### config.mk
export PLATFORM = sky130hd
export DESIGN_NAME = dual_value_seven_segment_scanner_unit
export DESIGN_NICKNAME = d
export VERILOG_FILES = /design/src/design/dvss_pkg.sv /design/src/design/dual_value_seven_segment_scanner_unit.sv
export SDC_FILE = /design/constraint.sdc
export NUM_CORES = 1
export LEC_CHECK = 0
export BUFFER_PORTS_ARGS = -buffer_cell sky130_fd_sc_hd__buf_4
export CORE_MARGIN = 2
export CORE_UTILIZATION = 40
export DETAILED_ROUTE_END_ITERATION = 7
export HOLD_SLACK_MARGIN = 0.15
export PLACE_DENSITY = 0.67
export SLEW_MARGIN = 5
export SYNTH_ARGS = -nofsm -noshare
export SYNTH_HDL_FRONTEND = slang
export SYNTH_SLANG_ARGS = --single-unit
### constraint.sdc
create_clock -name clk -period 18.4 [get_ports clk]
set_input_delay 3.68 -clock clk [delete_from_list [all_inputs] [get_ports clk]]
set_output_delay 3.68 -clock clk [all_outputs]
set_load 0.01 [all_outputs]
### src/design/dvss_pkg.sv
// dvss_pkg: shared types, constants and segment table for the dual value
// seven segment scanner. No dependencies; used by the top level and its checker.

package dvss_pkg;

	localparam int SLOT_W  = 4;
	localparam int SEL_W   = 10;
	localparam int VAL_W   = 15;
	localparam int SEG_W   = 8;
	localparam int GLYPH_W = 6;

	localparam logic [SLOT_W-1:0] SLOT_RED   = 4'd8;
	localparam logic [SLOT_W-1:0] SLOT_GREEN = 4'd9;

	localparam logic [GLYPH_W-1:0] GLYPH_NEG = 6'd32;
	localparam logic [SEG_W-1:0]   SEG_BLANK = 8'hff;

	// register indexes, decoded from paddr[2]
	localparam logic REG_BLINK_ENABLE   = 1'b0;
	localparam logic REG_BLINK_POSITION = 1'b1;

	// digit places within one four digit value
	localparam logic [1:0] PLACE_THOU = 2'd0;
	localparam logic [1:0] PLACE_HUN  = 2'd1;
	localparam logic [1:0] PLACE_TEN  = 2'd2;
	localparam logic [1:0] PLACE_UNIT = 2'd3;

	typedef struct packed {
		logic [SLOT_W-1:0] slot;
		logic              blink;
		logic [SEG_W-1:0]  leds;
	} ctl_t;

	function automatic logic [SEG_W-1:0] seg_lookup(input logic [GLYPH_W-1:0] g);
		logic [SEG_W-1:0] s;
		case (g)
			6'd0:  s = 8'h84;
			6'd1:  s = 8'hf5;
			6'd2:  s = 8'hc2;
			6'd3:  s = 8'hc1;
			6'd4:  s = 8'hb1;
			6'd5:  s = 8'h89;
			6'd6:  s = 8'h88;
			6'd7:  s = 8'he5;
			6'd8:  s = 8'h80;
			6'd9:  s = 8'h81;
			6'd10: s = 8'ha0;
			6'd11: s = 8'h98;
			6'd12: s = 8'h8e;
			6'd13: s = 8'hd0;
			6'd14: s = 8'h8a;
			6'd15: s = 8'haa;
			6'd16: s = 8'h8c;
			6'd17: s = 8'hb0;
			6'd18: s = 8'hd5;
			6'd19: s = 8'ha8;
			6'd20: s = 8'h9e;
			6'd21: s = 8'he8;
			6'd22: s = 8'hf8;
			6'd23: s = 8'hd8;
			6'd24: s = 8'ha2;
			6'd25: s = 8'hfa;
			6'd26: s = 8'h9a;
			6'd27: s = 8'hdc;
			6'd28: s = 8'hcc;
			6'd29: s = 8'h91;
			6'd30: s = 8'hfb;
			6'd31: s = 8'h00;
			6'd32: s = 8'h01;
			6'd33: s = 8'hff;
			6'd34: s = 8'h44;
			default: s = SEG_BLANK;
		endcase
		return s;
	endfunction

endpackage

### src/design/dual_value_seven_segment_scanner_unit.sv
// Multiplexed seven segment scanner, top level: slot counter, digit split
// pipeline, segment lookup and APB register bank. Depends on dvss_pkg.

// One beat in gives one beat out: the segment byte and one-hot common select
// for the current refresh slot. Slots 0 to 3 show upper_value and 4 to 7 show
// lower_value as four decimal digits each, thousands first; a negative value
// shows its magnitude mod 1000 with a minus glyph in the thousands place.
// Slot 8 drives red_leds, slot 9 green_leds, and slots 10 and up (when
// NUM_SLOTS exceeds 10) are blank with no common selected. The slot counter
// advances on every accepted beat and wraps at NUM_SLOTS. A new beat is taken
// every cycle while the output is not stalled; each beat passes through the
// constant divide chain (seven pipeline stages and the output register), and
// the whole pipeline holds only while a result waits at the output. blink_enable
// and blink_position are APB registers at byte addresses 0 and 4.

module dual_value_seven_segment_scanner_unit
	import dvss_pkg::*;
#(
	parameter int NUM_SLOTS = 10
) (
	input  logic                    clk,
	input  logic                    arst_n,
	input  logic                    psel,
	input  logic                    penable,
	input  logic                    pwrite,
	input  logic [2:0]              paddr,
	input  logic [31:0]             pwdata,
	output logic [31:0]             prdata,
	output logic                    pready,
	input  logic                    in_valid,
	output logic                    in_ready,
	input  logic signed [VAL_W-1:0] upper_value,
	input  logic signed [VAL_W-1:0] lower_value,
	input  logic [SEG_W-1:0]        red_leds,
	input  logic [SEG_W-1:0]        green_leds,
	input  logic                    blink_phase,
	output logic                    out_valid,
	input  logic                    out_ready,
	output logic [SEG_W-1:0]        segments,
	output logic [SEL_W-1:0]        common_select
);

	localparam logic [SLOT_W-1:0] SLOT_LAST = SLOT_W'(NUM_SLOTS - 1);

	logic              blink_enable_q;
	logic [2:0]        blink_position_q;
	logic [SLOT_W-1:0] slot_q;

	logic en;
	logic v_s1, v_s2, v_s3, v_s4, v_s5, v_s6, v_s7;
	ctl_t ctl_s1, ctl_s2, ctl_s3, ctl_s4, ctl_s5, ctl_s6, ctl_s7;

	logic signed [VAL_W-1:0] val_s1;
	logic                    neg_s2, neg_s3, neg_s4, neg_s5, neg_s6, neg_s7;
	logic [VAL_W-1:0]        mag_s2, mag_s3;
	logic [4:0]              thou_s3, thou_s4, thou_s5, thou_s6, thou_s7;
	logic [9:0]              rem_s4, rem_s5;
	logic [3:0]              hun_s5, hun_s6, hun_s7;
	logic [6:0]              tr_s6, tr_s7;
	logic [3:0]              ten_s7;

	logic [30:0]       thou_prod;
	logic [VAL_W-1:0]  rem_full;
	logic [15:0]       hun_prod;
	logic [9:0]        tr_full;
	logic [14:0]       ten_prod;
	logic [6:0]        unit_full;
	logic [3:0]        unit_d;
	logic [GLYPH_W-1:0] glyph_d;
	logic [SEG_W-1:0]  seg_d;
	logic [SEL_W-1:0]  sel_d;

	// apb register bank
	assign pready = 1'b1;

	always_ff @(posedge clk or negedge arst_n) begin
		if (!arst_n) begin
			blink_enable_q   <= 1'b0;
			blink_position_q <= 3'd0;
		end else if (psel && penable && pwrite) begin
			case (paddr[2])
				REG_BLINK_ENABLE:   blink_enable_q   <= pwdata[0];
				REG_BLINK_POSITION: blink_position_q <= pwdata[2:0];
				default: ;
			endcase
		end
	end

	always_comb begin
		case (paddr[2])
			REG_BLINK_ENABLE:   prdata = {31'd0, blink_enable_q};
			REG_BLINK_POSITION: prdata = {29'd0, blink_position_q};
			default:            prdata = 32'd0;
		endcase
	end

	// pipeline moves whenever the output register can take a beat
	assign en       = !out_valid || out_ready;
	assign in_ready = en;

	always_ff @(posedge clk or negedge arst_n) begin
		if (!arst_n) begin
			slot_q <= '0;
		end else if (in_valid && in_ready) begin
			slot_q <= (slot_q == SLOT_LAST) ? '0 : slot_q + 1'b1;
		end
	end

	always_ff @(posedge clk or negedge arst_n) begin
		if (!arst_n) begin
			v_s1      <= 1'b0;
			v_s2      <= 1'b0;
			v_s3      <= 1'b0;
			v_s4      <= 1'b0;
			v_s5      <= 1'b0;
			v_s6      <= 1'b0;
			v_s7      <= 1'b0;
			out_valid <= 1'b0;
		end else if (en) begin
			v_s1      <= in_valid;
			v_s2      <= v_s1;
			v_s3      <= v_s2;
			v_s4      <= v_s3;
			v_s5      <= v_s4;
			v_s6      <= v_s5;
			v_s7      <= v_s6;
			out_valid <= v_s7;
		end
	end

	// constant divides by reciprocal multiply
	assign thou_prod = 31'(mag_s3) * 31'd33555;
	assign rem_full  = mag_s3 - VAL_W'(thou_s3) * VAL_W'(1000);
	assign hun_prod  = 16'(rem_s4) * 16'd41;
	assign tr_full   = rem_s5 - 10'(hun_s5) * 10'd100;
	assign ten_prod  = 15'(tr_s6) * 15'd205;
	assign unit_full = tr_s7 - 7'(ten_s7) * 7'd10;
	assign unit_d    = unit_full[3:0];

	always_ff @(posedge clk) begin
		if (en) begin
			ctl_s1.slot  <= slot_q;
			ctl_s1.blink <= blink_phase;
			ctl_s1.leds  <= (slot_q == SLOT_GREEN) ? green_leds : red_leds;
			val_s1       <= (slot_q < SLOT_W'(4)) ? upper_value : lower_value;

			ctl_s2 <= ctl_s1;
			neg_s2 <= val_s1[VAL_W-1];
			mag_s2 <= val_s1[VAL_W-1] ? VAL_W'(-val_s1) : VAL_W'(val_s1);

			ctl_s3 <= ctl_s2;
			neg_s3 <= neg_s2;
			mag_s3 <= mag_s2;

			ctl_s4  <= ctl_s3;
			neg_s4  <= neg_s3;
			thou_s4 <= thou_prod[29:25];
			rem_s4  <= rem_full[9:0];

			ctl_s5  <= ctl_s4;
			neg_s5  <= neg_s4;
			thou_s5 <= thou_s4;
			rem_s5  <= rem_s4;
			hun_s5  <= hun_prod[15:12];

			ctl_s6  <= ctl_s5;
			neg_s6  <= neg_s5;
			thou_s6 <= thou_s5;
			hun_s6  <= hun_s5;
			tr_s6   <= tr_full[6:0];

			ctl_s7  <= ctl_s6;
			neg_s7  <= neg_s6;
			thou_s7 <= thou_s6;
			hun_s7  <= hun_s6;
			tr_s7   <= tr_s6;
			ten_s7  <= ten_prod[14:11];

			segments      <= seg_d;
			common_select <= sel_d;
		end
	end

	// thousands index comes straight from the divide step
	always_comb begin
		thou_s3 = thou_prod[29:25];
	end

	always_comb begin
		case (ctl_s7.slot[1:0])
			PLACE_THOU: glyph_d = neg_s7 ? GLYPH_NEG : GLYPH_W'(thou_s7);
			PLACE_HUN:  glyph_d = GLYPH_W'(hun_s7);
			PLACE_TEN:  glyph_d = GLYPH_W'(ten_s7);
			PLACE_UNIT: glyph_d = GLYPH_W'(unit_d);
			default:    glyph_d = GLYPH_NEG;
		endcase
	end

	always_comb begin
		seg_d = SEG_BLANK;
		sel_d = '0;
		if (!ctl_s7.slot[SLOT_W-1]) begin
			seg_d = seg_lookup(glyph_d);
			if (ctl_s7.slot[2:0] == ~blink_position_q && blink_enable_q && ctl_s7.blink) begin
				seg_d = SEG_BLANK;
			end
			sel_d = SEL_W'(1) << ctl_s7.slot;
		end else if (ctl_s7.slot == SLOT_RED || ctl_s7.slot == SLOT_GREEN) begin
			seg_d = ctl_s7.leds;
			sel_d = SEL_W'(1) << ctl_s7.slot;
		end
	end

endmodule

==> results of run 1 <==
-- final cells by class --
cell class,instances,area (um^2)
clock buffers,31,658
clock inverters,14,184
fillers,3045,18600
inverters,150,563
multi-input cells,620,6130
flip-flops and latches,240,7130
well taps,455,569
repair buffers,84,631
-- worst max-delay path, delay by kind of cell, from the launching register on --
family,cells,cell delay (ps)
compound gates,7,1370
simple gates,3,490
xor+xnor,5,880
flops,1,520
fa+ha+maj,12,4840
buf+inv,6,330
-- stage by stage --
step	setup slack (ps)	area, um^2	util, %	hold slack (ps)	instances
detailed placement	9640	15000	43.6	405	1549
finish	9740	15900	46.0	413	1594
floorplan	4550	14100	-	400	1052
CTS	9650	15900	46.0	416	1594
global placement	9780	15000	43.6	401	1549
global route	9350	15900	46.0	417	1594
-- worst paths after layout --
path	to	start
setup / recovery	rem_s4[9]	mag_s3[14]
hold / removal	thou_s7[4]	thou_s6[4]
setup reg to reg	rem_s4[9]	mag_s3[14]
hold reg to reg	thou_s7[4]	thou_s6[4]
max in group asynchronous	blink_position_q[0]	arst_n
min in group asynchronous	slot_q[3]	arst_n
-- routing by layer --
metal  wire length [um]  GRT usage [%]  part of all wire [%]
met5                  0              0                     0
met3                696           1.63                   3.2
met4                485           3.13                   2.2
met1               9560           15.6                    44
met2              10900           21.6                    50
-- layout by cell type, fill, tap and decap left out, types with 3 or more instances in the layout --
cell,n
clkbuf_1,5
bufinv_16,4
a21o_1,17
mux2i_1,4
nor3_1,7
clkinv_4,3
o31ai_1,3
xnor2_1,45
nand2_1,27
o41ai_1,3
ha_1,209
inv_1,150
nand2b_1,10
conb_1,30
o21a_1,3
o21ai_0,19
nor2b_1,6
clkbuf_16,25
dfrtp_1,16
a221oi_1,4
and2_1,5
a31oi_1,4
clkinv_2,5
or2_2,3
fa_1,53
a211oi_1,5
nand4_1,3
a21oi_1,31
a22oi_1,3
xor2_1,6
edfxtp_1,224
buf_4,84
nand3_1,5
mux2_2,37
o211ai_1,3
nor2_1,36
-- cells by family after synthesis --
kind of cell	synth area share, %
fa+ha+maj	26.3
flops	51.0
buf+inv	6.00
simple gates	4.26
compound gates	5.63
xor+xnor	3.36
mux	3.43
other cells	0.0537
==> impl_results.md, run 1 <==
- Status: finished clean
- Wire per inst: about 14 um
- Worst Tran Pin Value: 1110 ps
- Number of max-cap violations: 0
- TritonRoute pass-1 iters: 5
- Layout cells sized above 1: around 15%
- Worst EP required: 18660 ps
- Cell Rows: 68
- Htree depth: 1
- Antenna diodes: 0
- Vias: 7574
- Die Footprint: 36500 um^2
- Fin. Hold Viols: 0
- Most frequent cells after synthesis: edfxtp_1 (224), ha_1 (209), inv_1 (150), fa_1 (53), xnor2_1 (45)
- Worst setup SP type: flop
- Synth area leaders: edfxtp_1 (48%), ha_1 (19%), fa_1 (7.6%)
- Seq/Total Area, Yosys: 51.0%
- Slew Limit Fails: 0
- Number of buffers created by CTS: 25
- Die H: 191 um
- Number of synthesized flops with an enable pin: 224
- Largest registers: mag_s2 (15), mag_s3 (15), val_s1 (15)
- Drt drc: 0
- First-pass GRT wire length: 36500 um
- Reg2reg setup slack: 9740 ps
- Initial antenna violation count: 0
- Clk slew on worst S/H paths: 60 ps
- RSZ-0062 raised after global routing: no
- DRT iter0 DRCs: ~500
- Die width: 191 um
- Setup Skew: ~8.4 ps
- Vias per cell: between 4 and 5
- Post-synthesis cell area: 14000 um^2
- Leading area contributor after synthesis: edfxtp_1
- Yosys reg bits: 240
- CTS Sinks: 240
- Max Fclk: ~120 MHz
- GRT overflow: 0
- Synthesized instance count: roughly 1000
- Total GRT Usage: roughly an eighth
- Fin nets: 1472
- Postcts setup bufs: 0
- Top-count cell post-synth: edfxtp_1
- Tmin final: 8660 ps
- Port bufs: 80
- Worst-Skew Late Latency: 510 ps
- Worst-path maximum fanout: 5
- Final GP Congestion: roughly 0.86
- Initial core utilization: 40.6%
- Area Overhead vs Synth: 13.4%
- Root Buffer: clkbuf_16
- Largest net degree at the start of global routing: 88
- Slowest cell on the critical path: fa_1
- Worst Hold Path Cells: 0
- Synthesized area per cell: 13.7 um^2
- Setup TNS: 0 ps
- CP max stage delay: between 500 and 600 ps
- Nature of the critical path endpoint: flop
- Hold buffers post-CTS: 0
- DRT antenna net count: 0
- Ys flop type: edfxtp_1
- Post-CTS resize count: 0
- Crit path kind: reg2reg
- CTS tree: built
- Area share of the largest cell type after synthesis: 48.1%
- Slew margin rel.: 25.8%
- Dpl hpwl: 16200 um
- I/O pin total: 142
- Fin crit share: 47.1%
- Asr flop ratio synth: roughly 6.7%
- R2R depth: 33
- Yosys warns: 0
- CTS max path bufs: 3
- Distinct cells, synth: 62
- Worst EP arrival: 8920 ps
- Hold Path Class: reg2reg
- Drt total wl: 21600 um
- # setup viols final: 0
- Vias in the first global route: around 7800
- Core area: 34500 um^2
Power of run 1 is left out: the tool's default activity adds up to more than one toggle a clock period on the data nets, which glitch-free logic cannot reach.
==> run 2: changes to the inputs <==
==> constraint.sdc (replaced) <==
create_clock -name clk -period 8.9 [get_ports clk]
set_input_delay 1.78 -clock clk [delete_from_list [all_inputs] [get_ports clk]]
set_output_delay 1.78 -clock clk [all_outputs]
set_load 0.01 [all_outputs]
==> impl_results.md, run 2 (synthesis results as in run 1) <==
- Wire per inst: 13.6 um
- Max Fclk: 117 MHz
- Worst EP arrival: a little under 9000 ps
- Worst-Skew Late Latency: roughly 510 ps
- Core area: 34500 um^2
- Fin. Hold Viols: 0
- Die Footprint: 36500 um^2
- DRT iter0 DRCs: 453
- CTS tree: built
- Crit path kind: reg2reg
- Inst Count DP: 1559
- CP Capture Point: rem_s4[9]
- Vias in the first global route: 7709
- Nature of the critical path endpoint: flop
- Cell family with the largest share of critical-path delay: adder cells
- Hold Path Class: reg2reg
- Status: finished clean
- Fin crit share: 95.7%
- Cell mode on critical path: inv_1
- Htree depth: 1
- Commonest non-fill, non-tap cell in the layout: edfxtp_1
- CTS Sinks: 240
- Antenna diodes: 0
- Final GP Congestion: about 0.86
- Fin nets: between 1000 and 1500
- Setup TNS: 0 ps
- Largest net degree at the start of global routing: approximately 160
- Fill cells: 3021
- Worst-path maximum fanout: 3
- Critical path launch point: mag_s3[13]
- Setup Skew: 11.1 ps
- Hold_ws: 411 ps
- Clk slew on worst S/H paths: 60 ps
- CTS max path bufs: 3
- Root Buffer: clkbuf_16
- Buffers plus inverters on the worst setup path: 7
- Port bufs: 80
- Cell Rows: 68
- Initial antenna violation count: 0
- Multi-input gate area: 6130 um^2
- Number of max-cap violations: 0
- I/O pin total: 142
- Worst setup SP type: flop
- Layout cells sized above 1: 16.2%
- RSZ-0062 raised after global routing: no
- Reg-to-Reg End: rem_s4[9]
- Initial core utilization: 40.6%
- Reg2reg setup slack: 390 ps
- DRT antenna net count: 0
- Vias per cell: 4.72
- Die width: 191 um
- Die H: 191 um
- Register area: 7130 um^2
- Worst EP required: 9150 ps
- Drt total wl: 21800 um
- Drt drc: 0
- TritonRoute pass-1 iters: 4
- Crit path depth: 34
- Total GRT Usage: 12.3%
- Area Overhead vs Synth: 14.2%
- Worst Tran Pin Value: 1080 ps
- CP max stage delay: 540 ps
- Reg2reg start: mag_s3[13]
- Number of buffers created by CTS: 24
- Tmin final: 8510 ps
- Dpl hpwl: 16600 um
- First-pass GRT wire length: 36600 um
- Slowest cell on the critical path: fa_1
- Hold buffers post-CTS: 0
- # setup viols final: 0
- Cell Count, Final, Fillers Out: 1607
- Vias: 7578
- Largest registers: mag_s2 (15), mag_s3 (15), val_s1 (15)
- Min-delay src: ctl_s5[0]
- Slew margin rel.: between 20 and 30%
- Commonest non-fill, non-tap cells in the layout: edfxtp_1 (224), ha_1 (209), inv_1 (150)
- R2R depth: 34
- GRT overflow: 0
- Slew Limit Fails: 0
-- run 2: area by class of cell --
| class | count | area share [%] |
|---|---|---|
| sequential | 240 | 44.6 |
| multi-input combinational | 620 | 38.4 |
| timing repair buffer | 98 | 4.69 |
| clock buffer | 25 | 3.92 |
| tap | 455 | 3.57 |
| inverter | 150 | 3.53 |
| clock inverter | 19 | 1.30 |
-- run 2: per-layer routing --
metal	wire (um)	up-vias	global-route usage (%)
li1	-	3798	-
met1	9700	3609	16.0
met2	11000	137	21.4
met3	675	34	1.65
met4	501	0	3.70
met5	0	-	0
-- run 2: how the worst min path moves through the flow --
stage | endpoint | slack (ps) | cells past startpoint
6_report | ctl_s6[0] | 410 | 0
5_1_grt | ctl_s3[3] | 410 | 0
4_1_cts | ctl_s6[0] | 410 | 0
3_5_place_dp | ctl_s3[0] | 400 | 0
3_3_place_gp | ctl_s5[4] | 400 | 0
2_1_floorplan | ctl_s2[0] | 400 | 0
-- run 2: per-stage QoR --
step                      cell area, um^2  setup WS (ps)  utilization, %
after global placement              15100            468            43.8
after CTS                           15900            308            46.3
final                               16000            387            46.3
after detailed placement            15100            337            43.8
after floorplan                     14100            823               -
after global routing                16000           4.68            46.3
-- run 2: worst register-to-register path, delay by kind of cell, from the launching register on --
family,cells,cell delay [ps]
buffers and inverters,7,400
and+or+nand+nor,3,500
adders and majority gates,12,4800
xor gates and xnor gates,5,850
AOI/OAI and AO/OA,7,1330
DFF,1,380
-- run 2: repair_timing --
item	CTS	global route
setup endpoints to repair	0	1
endpoints found under the hold margin	0	0
buffers inserted	0	4
gates resized for setup	0	0
Power of run 2 is left out for the same reason.
==> run 3: changes to the inputs <==
--- a/config.mk
+++ b/config.mk
@@ -6,11 +6,13 @@
 export NUM_CORES = 1
 export LEC_CHECK = 0
 export BUFFER_PORTS_ARGS = -buffer_cell sky130_fd_sc_hd__buf_4
+export CELL_PAD_IN_SITES_DETAIL_PLACEMENT = 0
+export CELL_PAD_IN_SITES_GLOBAL_PLACEMENT = 1
 export CORE_MARGIN = 2
 export CORE_UTILIZATION = 40
 export DETAILED_ROUTE_END_ITERATION = 7
 export HOLD_SLACK_MARGIN = 0.15
-export PLACE_DENSITY = 0.67
+export PLACE_DENSITY = 0.76
 export SLEW_MARGIN = 5
 export SYNTH_ARGS = -nofsm -noshare
 export SYNTH_HDL_FRONTEND = slang
==> impl_results.md, run 3 (synthesis results as in run 1) <==
- Initial antenna violation count: 0
- Reg2reg setup slack: 410 ps
- Tmin final: approximately 8500 ps
- Fill cells: 3087
- Worst Tran Pin Value: 1090 ps
- Buffers plus inverters on the worst setup path: 7
- Wire per inst: 13.6 um
- # setup viols final: 0
- Hold buffers post-CTS: 0
- Vias in the first global route: 7613
- Max Fclk: 118 MHz
- CTS max path bufs: 3
- Largest registers: mag_s2 (15), mag_s3 (15), val_s1 (15)
- Port bufs: 80
- Drt total wl: 21900 um
- Die width: 191 um
- Number of max-cap violations: 0
- Final GP Congestion: about 0.87
- Largest net degree at the start of global routing: 82
- Dpl hpwl: 16400 um
- Nature of the critical path endpoint: flop
- Fin crit share: 95.4%
- R2R depth: 34
- Crit path kind: reg2reg
- I/O pin total: between 100 and 150
- GRT overflow: 0
- CTS Sinks: 240
- Hold EP: thou_s5[0]
- Worst-Skew Late Latency: 500 ps
- Worst EP arrival: 8740 ps
- Setup Skew: 8.52 ps
- Fin. Hold Viols: 0
- Cell Rows: slightly below 70
- Clk slew on worst S/H paths: 60 ps
- Worst Hold Path Cells: 0
- Area Overhead vs Synth: 14.0%
- First-pass GRT wire length: ~37000 um
- CTS tree: built
- Slowest cell on the critical path: fa_1
- DRT antenna net count: 0
- Vias per cell: 4.69
- Commonest non-fill, non-tap cell in the layout: edfxtp_1
- Hold Path Class: reg2reg
- Core area: 34500 um^2
- Number of buffers created by CTS: 24
- Drt drc: 0
- CP max stage delay: 530 ps
- Htree depth: 1
- Worst-path maximum fanout: 4
- Hold_ws: slightly above 400 ps
- Reg-to-Reg End: rem_s4[9]
- Reg2reg start: mag_s3[13]
- Worst setup SP type: flop
- Total GRT Usage: 12.4%
- Slew Limit Fails: 0
- Antenna diodes: 0
- Layout cells sized above 1: between 15 and 20%
- Die H: 191 um
- Cell mode on critical path: inv_1
- Initial core utilization: 40.6%
- Cell family with the largest share of critical-path delay: adder cells
- DRT iter0 DRCs: 401
- Commonest non-fill, non-tap cells in the layout: edfxtp_1 (224), ha_1 (209), inv_1 (150)
- Worst EP required: roughly 9200 ps
- Root Buffer: clkbuf_16
- Critical path launch point: mag_s3[13]
- Status: finished clean
- Fin nets: 1487
- Min-delay src: thou_s4[0]
- Die Footprint: 36500 um^2
- TritonRoute pass-1 iters: 4
- Slew margin rel.: a little over a quarter
- Vias: 7539
run 3: changes by cell type in the layout (fill, tap and decap cells not counted), sizes merged:
cell      before  now
buf           98  100
bufinv         4    2
clkbuf        25   31
clkinv        11    9
clkinvlp       1    2
inv          153  150
run 3: final cells by class:
cell class              count  area [um^2]  area share (%)
inverters                 150          563            3.53
well taps                 455          569            3.57
repair buffers            100          751            4.71
clock inverters            13          121           0.762
clock buffers              31          668            4.19
flip-flops and latches    240         7130            44.7
multi-input cells         620         6140            38.5
run 3: per-stage QoR:
| stage | TNS [ps] | utilization, % | worst slack (ps) | area (um^2) | std cells |
|---|---|---|---|---|---|
| after global routing | -32.4 | 46.2 | -32.4 | 15900 | 1609 |
| after CTS | 0 | 46.1 | 253 | 15900 | 1602 |
| after floorplan | 0 | - | 823 | 14100 | 1052 |
| after global placement | 0 | 43.8 | 343 | 15100 | 1558 |
| final | 0 | 46.2 | 408 | 15900 | 1609 |
| after detailed placement | 0 | 43.8 | 299 | 15100 | 1558 |
run 3: worst max path at each step:
| stage | endpoint | cells past startpoint | slack (ps) |
|---|---|---|---|
| after CTS | rem_s4[9] | 34 | 250 |
| after detailed placement | rem_s4[9] | 34 | 300 |
| after floorplan | rem_s4[9] | 33 | 820 |
| after global placement | rem_s4[9] | 34 | 340 |
| final | rem_s4[9] | 34 | 410 |
| after global routing | rem_s4[9] | 34 | -30 |
run 3: repair_timing:
item                       in CTS  in global routing
setup endpoints to repair       0                  1
setup buffers                   0                  7
resized for setup               0                  2
run 3: worst reg2reg max path: cells and delay by family (launching register included):
family | cells | cell delay, ps
flops | 1 | 440
simple gates | 3 | 520
fa+ha+maj | 12 | 4710
buf+inv | 7 | 400
xor+xnor | 5 | 850
compound gates | 7 | 1310
run 3: routing by layer:
metal  global-route usage [%]  vias to the layer above  routed length, um
met1                     16.6                     3593              10000
met5                        0                        -                  0
li1                         -                     3801                  -
met4                     3.04                        0                510
met2                     21.3                      112              10800
met3                     1.58                       33                617
Power of run 3 is left out for the same reason.
